--- src/sct_pkg.sv ---
// Shared types and constants for the character-set trim block.
package sct_pkg;

  localparam int unsigned HELD_DEPTH_DEF = 63;
  localparam int unsigned TRIM_SLOTS     = 8;
  localparam int unsigned QUEUE_DEPTH    = 2;
  localparam int unsigned CFG_IDX_W      = 1;
  localparam int unsigned CFG_DATA_W     = 64;
  localparam int unsigned LEN_W          = 16;

  localparam logic [CFG_DATA_W-1:0] TRIM_CHARS_RST = 64'h0000_0000_200D_0A09;
  localparam logic [3:0]            TRIM_COUNT_RST = 4'd4;

  localparam logic [CFG_IDX_W-1:0] REG_TRIM_CHARS = 1'b0;
  localparam logic [CFG_IDX_W-1:0] REG_TRIM_COUNT = 1'b1;

  // What the front decided about one accepted word.
  typedef enum logic [1:0] {
    CMD_CHAR = 2'd0,  // character outside the trim set
    CMD_SET  = 2'd1,  // trim set member
    CMD_END  = 2'd2   // end of string
  } cmd_kind_e;

  typedef struct packed {
    cmd_kind_e  kind;
    logic [7:0] ch;
  } cmd_t;

endpackage

--- src/stream_char_set_trim_core.sv ---
// Top level of the streaming character-set trim block.
//
//  channel | direction | handshake             | payload
//  --------+-----------+-----------------------+-------------------------------------
//  in      | sink      | in_valid_i/in_stall_o | in_char_i, end_marker_i
//  out     | source    | out_valid_o/out_stall_i | out_char_o, is_terminator_o,
//          |           |                       | kept_length_o, overflow_o, last_of_run_o
//  cfg     | sink      | cfg_we_i              | cfg_idx_i, cfg_wdata_i
//
// Flow: the front takes one word per cycle into a two-entry queue while it is not
//   full. The back retires a set char without waiting on the output, a plain char
//   or end word when the output register can load. A char behind a held run waits
//   for flush start, a registered held-run read and a load per byte, then the char.
// Reset: async, active low; clears control state and the output register.
//   The held-run buffer is not cleared; no clearing pass.
// Stalls: the output register loads while the old word is taken, so the back
//   keeps moving under continuous flow; the queue lets input run ahead.
module stream_char_set_trim_core #(
  parameter int unsigned HELD_DEPTH = sct_pkg::HELD_DEPTH_DEF
) (
  input  logic                           clk_i,
  input  logic                           rst_ni,
  input  logic                           in_valid_i,
  output logic                           in_stall_o,
  input  logic [7:0]                     in_char_i,
  input  logic                           end_marker_i,
  output logic                           out_valid_o,
  input  logic                           out_stall_i,
  output logic [7:0]                     out_char_o,
  output logic                           is_terminator_o,
  output logic [sct_pkg::LEN_W-1:0]      kept_length_o,
  output logic                           overflow_o,
  output logic                           last_of_run_o,
  input  logic                           cfg_we_i,
  input  logic [sct_pkg::CFG_IDX_W-1:0]  cfg_idx_i,
  input  logic [sct_pkg::CFG_DATA_W-1:0] cfg_wdata_i
);
  import sct_pkg::*;

  logic q_full, q_empty, q_push, q_pop;
  cmd_t push_cmd, head_cmd;

  // classify and accept
  sct_front u_front (
    .clk_i        (clk_i),
    .rst_ni       (rst_ni),
    .in_valid_i   (in_valid_i),
    .in_char_i    (in_char_i),
    .end_marker_i (end_marker_i),
    .in_stall_o   (in_stall_o),
    .cfg_we_i     (cfg_we_i),
    .cfg_idx_i    (cfg_idx_i),
    .cfg_wdata_i  (cfg_wdata_i),
    .q_full_i     (q_full),
    .q_push_o     (q_push),
    .q_cmd_o      (push_cmd)
  );

  // decouples input acceptance from run flushes
  sct_queue u_queue (
    .clk_i   (clk_i),
    .rst_ni  (rst_ni),
    .push_i  (q_push),
    .cmd_i   (push_cmd),
    .full_o  (q_full),
    .pop_i   (q_pop),
    .cmd_o   (head_cmd),
    .empty_o (q_empty)
  );

  // hold, flush and emit
  sct_back #(
    .HeldDepth (HELD_DEPTH)
  ) u_back (
    .clk_i           (clk_i),
    .rst_ni          (rst_ni),
    .q_empty_i       (q_empty),
    .q_cmd_i         (head_cmd),
    .q_pop_o         (q_pop),
    .out_stall_i     (out_stall_i),
    .out_valid_o     (out_valid_o),
    .out_char_o      (out_char_o),
    .is_terminator_o (is_terminator_o),
    .kept_length_o   (kept_length_o),
    .overflow_o      (overflow_o),
    .last_of_run_o   (last_of_run_o)
  );

endmodule

--- src/sct_front.sv ---
// Front end: config registers, input handshake and trim set classification.
module sct_front (
  input  logic                           clk_i,
  input  logic                           rst_ni,
  input  logic                           in_valid_i,
  input  logic [7:0]                     in_char_i,
  input  logic                           end_marker_i,
  output logic                           in_stall_o,
  input  logic                           cfg_we_i,
  input  logic [sct_pkg::CFG_IDX_W-1:0]  cfg_idx_i,
  input  logic [sct_pkg::CFG_DATA_W-1:0] cfg_wdata_i,
  input  logic                           q_full_i,
  output logic                           q_push_o,
  output sct_pkg::cmd_t                  q_cmd_o
);
  import sct_pkg::*;

  logic [CFG_DATA_W-1:0] trim_chars_q;
  logic [3:0]            trim_count_q;
  logic                  hit;

  always_ff @(posedge clk_i or negedge rst_ni) begin
    if (!rst_ni) begin
      trim_chars_q <= TRIM_CHARS_RST;
      trim_count_q <= TRIM_COUNT_RST;
    end else if (cfg_we_i) begin
      unique case (cfg_idx_i)
        REG_TRIM_CHARS: trim_chars_q <= cfg_wdata_i;
        REG_TRIM_COUNT: trim_count_q <= cfg_wdata_i[3:0];
        default: ;
      endcase
    end
  end

  // counts above eight enable every slot
  always_comb begin
    hit = 1'b0;
    for (int i = 0; i < TRIM_SLOTS; i++) begin
      if ((4'(i) < trim_count_q) && (trim_chars_q[8*i +: 8] == in_char_i)) begin
        hit = 1'b1;
      end
    end
  end

  always_comb begin
    q_cmd_o.ch = in_char_i;
    if (end_marker_i) begin
      q_cmd_o.kind = CMD_END;
    end else if (hit) begin
      q_cmd_o.kind = CMD_SET;
    end else begin
      q_cmd_o.kind = CMD_CHAR;
    end
  end

  assign in_stall_o = q_full_i;
  assign q_push_o   = in_valid_i & ~q_full_i;

endmodule

--- src/sct_queue.sv ---
// Short command queue between front and back.
module sct_queue (
  input  logic          clk_i,
  input  logic          rst_ni,
  input  logic          push_i,
  input  sct_pkg::cmd_t cmd_i,
  output logic          full_o,
  input  logic          pop_i,
  output sct_pkg::cmd_t cmd_o,
  output logic          empty_o
);
  import sct_pkg::*;

  localparam int unsigned PtrW = (QUEUE_DEPTH > 1) ? $clog2(QUEUE_DEPTH) : 1;
  localparam int unsigned CntW = $clog2(QUEUE_DEPTH + 1);
  localparam logic [PtrW-1:0] PtrLast = PtrW'(QUEUE_DEPTH - 1);
  localparam logic [CntW-1:0] CntFull = CntW'(QUEUE_DEPTH);

  cmd_t            slot_q [QUEUE_DEPTH];
  logic [PtrW-1:0] wr_ptr_q, wr_ptr_d;
  logic [PtrW-1:0] rd_ptr_q, rd_ptr_d;
  logic [CntW-1:0] cnt_q, cnt_d;

  assign full_o  = (cnt_q == CntFull);
  assign empty_o = (cnt_q == '0);
  assign cmd_o   = slot_q[rd_ptr_q];

  always_comb begin
    wr_ptr_d = wr_ptr_q;
    rd_ptr_d = rd_ptr_q;
    cnt_d    = cnt_q;
    if (push_i) begin
      wr_ptr_d = (wr_ptr_q == PtrLast) ? '0 : wr_ptr_q + PtrW'(1);
    end
    if (pop_i) begin
      rd_ptr_d = (rd_ptr_q == PtrLast) ? '0 : rd_ptr_q + PtrW'(1);
    end
    if (push_i && !pop_i) begin
      cnt_d = cnt_q + CntW'(1);
    end else if (pop_i && !push_i) begin
      cnt_d = cnt_q - CntW'(1);
    end
  end

  always_ff @(posedge clk_i or negedge rst_ni) begin
    if (!rst_ni) begin
      wr_ptr_q <= '0;
      rd_ptr_q <= '0;
      cnt_q    <= '0;
    end else begin
      wr_ptr_q <= wr_ptr_d;
      rd_ptr_q <= rd_ptr_d;
      cnt_q    <= cnt_d;
    end
  end

  always_ff @(posedge clk_i) begin
    if (push_i) begin
      slot_q[wr_ptr_q] <= cmd_i;
    end
  end

endmodule

--- src/sct_back.sv ---
// Back end: held-run buffer, run flush sequencer and output register.
module sct_back #(
  parameter int unsigned HeldDepth = sct_pkg::HELD_DEPTH_DEF
) (
  input  logic                      clk_i,
  input  logic                      rst_ni,
  input  logic                      q_empty_i,
  input  sct_pkg::cmd_t             q_cmd_i,
  output logic                      q_pop_o,
  input  logic                      out_stall_i,
  output logic                      out_valid_o,
  output logic [7:0]                out_char_o,
  output logic                      is_terminator_o,
  output logic [sct_pkg::LEN_W-1:0] kept_length_o,
  output logic                      overflow_o,
  output logic                      last_of_run_o
);
  import sct_pkg::*;

  localparam int unsigned CntW  = $clog2(HeldDepth + 1);
  localparam int unsigned AddrW = (HeldDepth > 1) ? $clog2(HeldDepth) : 1;
  localparam logic [CntW-1:0] CntMax = CntW'(HeldDepth);

  typedef enum logic [2:0] {
    ST_IDLE     = 3'b001,
    ST_FLUSH_RD = 3'b010,
    ST_FLUSH_WR = 3'b100
  } state_e;

  state_e          state_q, state_d;
  logic [CntW-1:0] held_cnt_q, held_cnt_d;
  logic [CntW-1:0] rd_idx_q, rd_idx_d;
  logic            seen_q, seen_d;
  logic [LEN_W-1:0] kept_q, kept_d;
  logic            ovf_q, ovf_d;

  logic [7:0]      mem_q [HeldDepth];
  logic [7:0]      rd_data_q;
  logic            mem_we;

  logic            load_ok, load;
  logic [7:0]      ld_char;
  logic            ld_term, ld_last;
  logic [LEN_W-1:0] ld_len;
  logic [LEN_W-1:0] kept_inc;

  assign load_ok  = ~out_valid_o | ~out_stall_i;
  assign kept_inc = (kept_q == '1) ? kept_q : kept_q + LEN_W'(1);

  always_comb begin
    state_d    = state_q;
    held_cnt_d = held_cnt_q;
    rd_idx_d   = rd_idx_q;
    seen_d     = seen_q;
    kept_d     = kept_q;
    ovf_d      = ovf_q;
    mem_we     = 1'b0;
    q_pop_o    = 1'b0;
    load       = 1'b0;
    ld_char    = '0;
    ld_term    = 1'b0;
    ld_len     = '0;
    ld_last    = 1'b0;
    unique case (state_q)
      ST_IDLE: begin
        if (!q_empty_i) begin
          unique case (q_cmd_i.kind)
            CMD_END: begin
              if (load_ok) begin
                load       = 1'b1;
                ld_term    = 1'b1;
                ld_len     = kept_q;
                ld_last    = 1'b1;
                q_pop_o    = 1'b1;
                held_cnt_d = '0;
                seen_d     = 1'b0;
                kept_d     = '0;
              end
            end
            CMD_SET: begin
              q_pop_o = 1'b1;
              if (seen_q) begin
                if (held_cnt_q < CntMax) begin
                  mem_we     = 1'b1;
                  held_cnt_d = held_cnt_q + CntW'(1);
                end else begin
                  ovf_d = 1'b1;
                end
              end
            end
            CMD_CHAR: begin
              if (held_cnt_q != '0) begin
                // flush the held run first, the char stays at the queue head
                rd_idx_d = '0;
                state_d  = ST_FLUSH_RD;
              end else if (load_ok) begin
                load    = 1'b1;
                ld_char = q_cmd_i.ch;
                ld_last = 1'b1;
                q_pop_o = 1'b1;
                seen_d  = 1'b1;
                kept_d  = kept_inc;
              end
            end
            default: ;
          endcase
        end
      end
      ST_FLUSH_RD: state_d = ST_FLUSH_WR;
      ST_FLUSH_WR: begin
        if (load_ok) begin
          load     = 1'b1;
          ld_char  = rd_data_q;
          kept_d   = kept_inc;
          rd_idx_d = rd_idx_q + CntW'(1);
          if (rd_idx_q + CntW'(1) == held_cnt_q) begin
            held_cnt_d = '0;
            state_d    = ST_IDLE;
          end else begin
            state_d = ST_FLUSH_RD;
          end
        end
      end
      default: state_d = ST_IDLE;
    endcase
  end

  always_ff @(posedge clk_i or negedge rst_ni) begin
    if (!rst_ni) begin
      state_q    <= ST_IDLE;
      held_cnt_q <= '0;
      rd_idx_q   <= '0;
      seen_q     <= 1'b0;
      kept_q     <= '0;
      ovf_q      <= 1'b0;
    end else begin
      state_q    <= state_d;
      held_cnt_q <= held_cnt_d;
      rd_idx_q   <= rd_idx_d;
      seen_q     <= seen_d;
      kept_q     <= kept_d;
      ovf_q      <= ovf_d;
    end
  end

  // held-run memory, one write and one registered read per cycle
  always_ff @(posedge clk_i) begin
    if (mem_we) begin
      mem_q[held_cnt_q[AddrW-1:0]] <= q_cmd_i.ch;
    end
    rd_data_q <= mem_q[rd_idx_q[AddrW-1:0]];
  end

  always_ff @(posedge clk_i or negedge rst_ni) begin
    if (!rst_ni) begin
      out_valid_o     <= 1'b0;
      out_char_o      <= '0;
      is_terminator_o <= 1'b0;
      kept_length_o   <= '0;
      overflow_o      <= 1'b0;
      last_of_run_o   <= 1'b0;
    end else if (load) begin
      out_valid_o     <= 1'b1;
      out_char_o      <= ld_char;
      is_terminator_o <= ld_term;
      kept_length_o   <= ld_len;
      overflow_o      <= ovf_q;
      last_of_run_o   <= ld_last;
    end else if (!out_stall_i) begin
      out_valid_o <= 1'b0;
    end
  end

endmodule

--- config.mk ---
export PLATFORM = sky130hd
export DESIGN_NAME = stream_char_set_trim_core
export DESIGN_NICKNAME = d
export VERILOG_FILES = /design/src/sct_pkg.sv /design/src/stream_char_set_trim_core.sv /design/src/sct_front.sv /design/src/sct_queue.sv /design/src/sct_back.sv
export SDC_FILE = /design/constraint.sdc
export NUM_CORES = 1
export LEC_CHECK = 0
export BUFFER_PORTS_ARGS = -buffer_cell sky130_fd_sc_hd__buf_2
export CAP_MARGIN = 20
export CORE_MARGIN = 1.5
export CORE_UTILIZATION = 61
export CTS_CLUSTER_DIAMETER = 60
export DETAILED_ROUTE_END_ITERATION = 16
export GPL_TIMING_DRIVEN = 0
export MAX_ROUTING_LAYER = met4
export PLACE_DENSITY = 0.79
export SLEW_MARGIN = 20
export SYNTH_ARGS = -nofsm -noshare
export SYNTH_HDL_FRONTEND = slang
export SYNTH_SLANG_ARGS = --single-unit
--- constraint.sdc ---
create_clock -name clk_i -period 3.8 [get_ports clk_i]
set_input_delay 0.57 -clock clk_i [delete_from_list [all_inputs] [get_ports clk_i]]
set_output_delay 0.57 -clock clk_i [all_outputs]
set_load 0.03 [all_outputs]
==> run summary <==
The run gives 98.61 mm as the first-pass GRT wire length. Subtracting the final worst setup slack from the clock period gives 3.732 ns. Of the cells placed in the final design, the portion with a size suffix greater than 1 is 29.29%. The max-capacitance violation count is 0.

The layout overhead on the synthesized area was 13.72%. The die covers 45770 um2. Across every metal layer, demand over resource in global routing totals 30.12%.

The floorplan step set the die width to 213.9 um. The kind of launch point of the worst setup path is a flip-flop. After routing the design area is 30870 um2. The cell at the root of the clock tree is clkbuf_16.

Cell taking the most area after synthesis: edfxtp_1. The run gives 92 as the pin count of the biggest net entering global routing. 108 I/O pins were placed.

Post-synthesis instance area: 27140 um2. The instance area at placement came out at 28470 um2. The run finished with clean final reports.

The row count was 77. The congestion estimate from routability-driven global placement came to 0.9521. For the worst setup path, the data arrival time is 4.20 ns. Of all nets on the critical path, the largest fanout is 10. The run gives 665 as the count of clock tree sinks. Hold is met by 0.1682 ns.

The y dimension of the die works out to 213.9 um. The CTS H-tree depth was 3. The number of vias after detailed routing was 15550. Category of the critical setup timing path: reg2reg. For the pin with the worst max-slew slack, the measured transition is 1.059 ns. Final count of hold timing violations: 0.

For this design the ratio of total power to cell area is 605.3 nW/um2. The run gives 1539 as the count of mapped cells out of synthesis. For the worst slew margin relative to its limit, the log shows 29.38%. The share of the clock period used by the worst path was 98.22%; the area share of the leading cell type in the synthesized netlist was 57.97%.

The starting utilization of the core area was 61.65%; the total of flip-flops plus latches after synthesis was 665. Across all setup checks in the final design, the least slack found is 0.06753 ns. The core region is 44030 um2. Summed over all layers, the global routing overflow is 0.

No sink is reached through more buffers than the 3 on the longest clock path. In the routed design, unresolved DRC markers number 0. For the setup-violating endpoint count in the final report, the log shows 0. IR analysis of the VDD net gives a maximum drop of 0.0004070 V. Of all flip-flops after synthesis, the portion carrying an async set or reset was 20.00%. The Yosys step of the flow raised 0 warnings. After detailed routing, the number of vias per cell comes to 6.573.

The number of global-route vias before repair is 15790. For the final database, setup skew stands at 0.02005 ns. The initial antenna violation count came out at 2. STA puts the critical path data required time at 4.27 ns.

The quantity of I/O buffers inserted on ports was 107; the total nets after synthesis was 1627. Clock latency on the worst-skew pair, taken at its later pin, is 0.60 ns. Wires add up to 65.98 mm.

After synthesis, flip-flops and latches occupy 70.87% of the total area. After detailed routing, the average wire length per cell comes to 27.89 um. The number of iterations in the first detailed-routing pass is 5.

By area the synthesized netlist is led by edfxtp_1, dfrtp_1, mux4_2. The net count reported at finish came out at 1805. Clock-pin slew was measured on the worst setup and hold paths at 0.06 ns. The fmax came out at 267.9 MHz. Once layout is complete, the utilization of the core stands at 70.10%. Summed over all cells, the static leakage comes to 10.66 nW. The run gives -0.2164 ns as the pre-CTS worst setup slack. The min-delay analysis places its worst path in the category in2reg. The number of distinct library cells after synthesis came out at 65.

Detailed placement ended at an HPWL of 41.68 mm. The final max-slew violation count is 0. In this run, CTS created clock tree buffers numbering 67. The worst setup path is captured at a flip-flop. TritonCTS built the clock tree.

The synthesized design contains 524 enable-type register cells. After the first detailed-routing iteration, the DRC count stood at 2113. Number of nets with antenna violations after detailed routing: 0. The per-instance average area after synthesis works out to 17.64 um2. Commonest register cell after synthesis: edfxtp_1.
-- through the flow --
stage	cells	TNS, ns	power, mW
CTS	2364	-12.87	18.68
finish	2366	0	18.68
detailed placement	2239	-21.57	12.06
floorplan	1539	0	11.00
global placement	2238	0	11.87
global route	2366	-0.1072	19.24
-- where the power goes --
group          leakage, nW  switching [mW]  internal, mW
Combinational         3.13            2.01         0.837
Sequential            6.45           0.227          8.92
Clock                 1.08            2.78          3.91
Total                 10.7            5.01          13.7
-- cell usage after synthesis (all sizes together), types with 3 or more instances --
| cell type | number |
|---|---|
| dfstp | 10 |
| clkbuf | 42 |
| o22ai | 14 |
| a211oi | 6 |
| nor2 | 101 |
| a31oi | 7 |
| nand3 | 18 |
| nor4 | 11 |
| buf | 39 |
| and3 | 7 |
| dfxtp | 8 |
| nor2b | 9 |
| nand4 | 12 |
| or3 | 16 |
| nor3 | 17 |
| nand2 | 51 |
| o21ai | 35 |
| o22a | 3 |
| nand2b | 6 |
| ha | 9 |
| mux4 | 119 |
| a21oi | 30 |
| edfxtp | 524 |
| nand3b | 3 |
| o31ai | 4 |
| o221ai | 9 |
| a2111oi | 3 |
| mux2i | 57 |
| inv | 14 |
| mux2 | 87 |
| a22o | 26 |
| dfrtp | 123 |
| o2bb2ai | 4 |
| xnor2 | 39 |
| a21o | 11 |
| xor2 | 39 |
| and2 | 6 |
-- worst paths after layout --
| check | from | endpoint | slack (ns) | cells after the start |
|---|---|---|---|---|
| worst max-delay path | u_back.rd_idx_q[1]$_DFFE_PN0P_ | u_back.rd_data_q[7]$_DFF_P_ | 0.07 | 8 |
| worst min register to register | u_back.ovf_q$_DFFE_PN0P_ | u_back.ovf_q$_DFFE_PN0P_ | 0.45 | 1 |
| max in group asynchronous | rst_ni | u_front.trim_chars_q[29]$_DFFE_PN1P_ | 2.53 | 3 |
| min in group asynchronous | rst_ni | u_back.kept_length_o[2]$_DFFE_PN0P_ | 0.46 | 2 |
| worst max register to register | u_back.rd_idx_q[1]$_DFFE_PN0P_ | u_back.rd_data_q[7]$_DFF_P_ | 0.07 | 8 |
| worst min-delay path | in_char_i[1] | u_queue.slot_q[0][1]$_DFFE_PP_ | 0.17 | 1 |
-- cell families after synthesis --
kind of cell	Yosys count	share of synthesized area, %
mux	263	15.64
compound gates	166	4.236
simple gates	263	4.601
flops	665	70.87
xor+xnor	78	2.517
buf+inv	95	1.719
fa+ha+maj	9	0.4149
-- area by class of cell --
type                    instances  area [um2]
inverters                      14       52.55
clock buffers                  87        1793
multi-input cells             779        7616
flip-flops and latches        665       19240
clock inverters                37       424.2
fillers                      2742       13160
diodes                          2       5.005
plain buffers                  81       415.4
well taps                     592       740.7
repair buffers                109       583.1
-- placed cells by master, fill, tap and decap left out, drive strengths merged, types with 21 or more instances in the layout --
| cell | count |
|---|---|
| edfxtp | 524 |
| buf | 147 |
| clkbuf | 129 |
| dfrtp | 123 |
| mux4 | 119 |
| nor2 | 101 |
| mux2 | 87 |
| mux2i | 57 |
| nand2 | 51 |
| xor2 | 39 |
| xnor2 | 39 |
| o21ai | 35 |
| a21oi | 30 |
| a22o | 26 |
| inv | 21 |
-- metal layers --
layer | global-route usage (%) | routed length [um] | vias to the layer above
li1 | - | - | 6441
met1 | 38.60 | 24670 | 8007
met2 | 48.10 | 32830 | 957
met3 | 6.198 | 6312 | 147
met4 | 11.18 | 2162 | 0
met5 | - | 0 | -
-- registers in the layout, summed over array words and instances (netlist names), 4 cells and up --
name and flops:
u_back.rd_idx_q 6, u_front.trim_count_q 4, u_queue.slot_q 20, u_back.held_cnt_q 6, u_back.kept_length_o 16, u_front.trim_chars_q 64, u_back.out_char_o 8, u_back.rd_data_q 8
u_back.mem_q 504, u_back.kept_q 16
-- critical path: stages (launching register included) --
cell,delay [ns]
dfrtp_1,0.37
buf_2,0.34
clkbuf_1,0.77
clkbuf_1,0.74
mux4_2,0.45
mux2i_1,0.28
o221ai_1,0.30
a21oi_1,0.24
nor2_1,0.08
-- what timing repair did --
action	4_1_cts	5_1_grt
endpoints found under the hold margin	41	0
endpoints found under the setup margin	227	504
gates resized for setup	19	37
hold buffers	1	0
buffers inserted	0	0
pin swaps	0	0
Note: power is estimated with default switching activity, not from simulation.
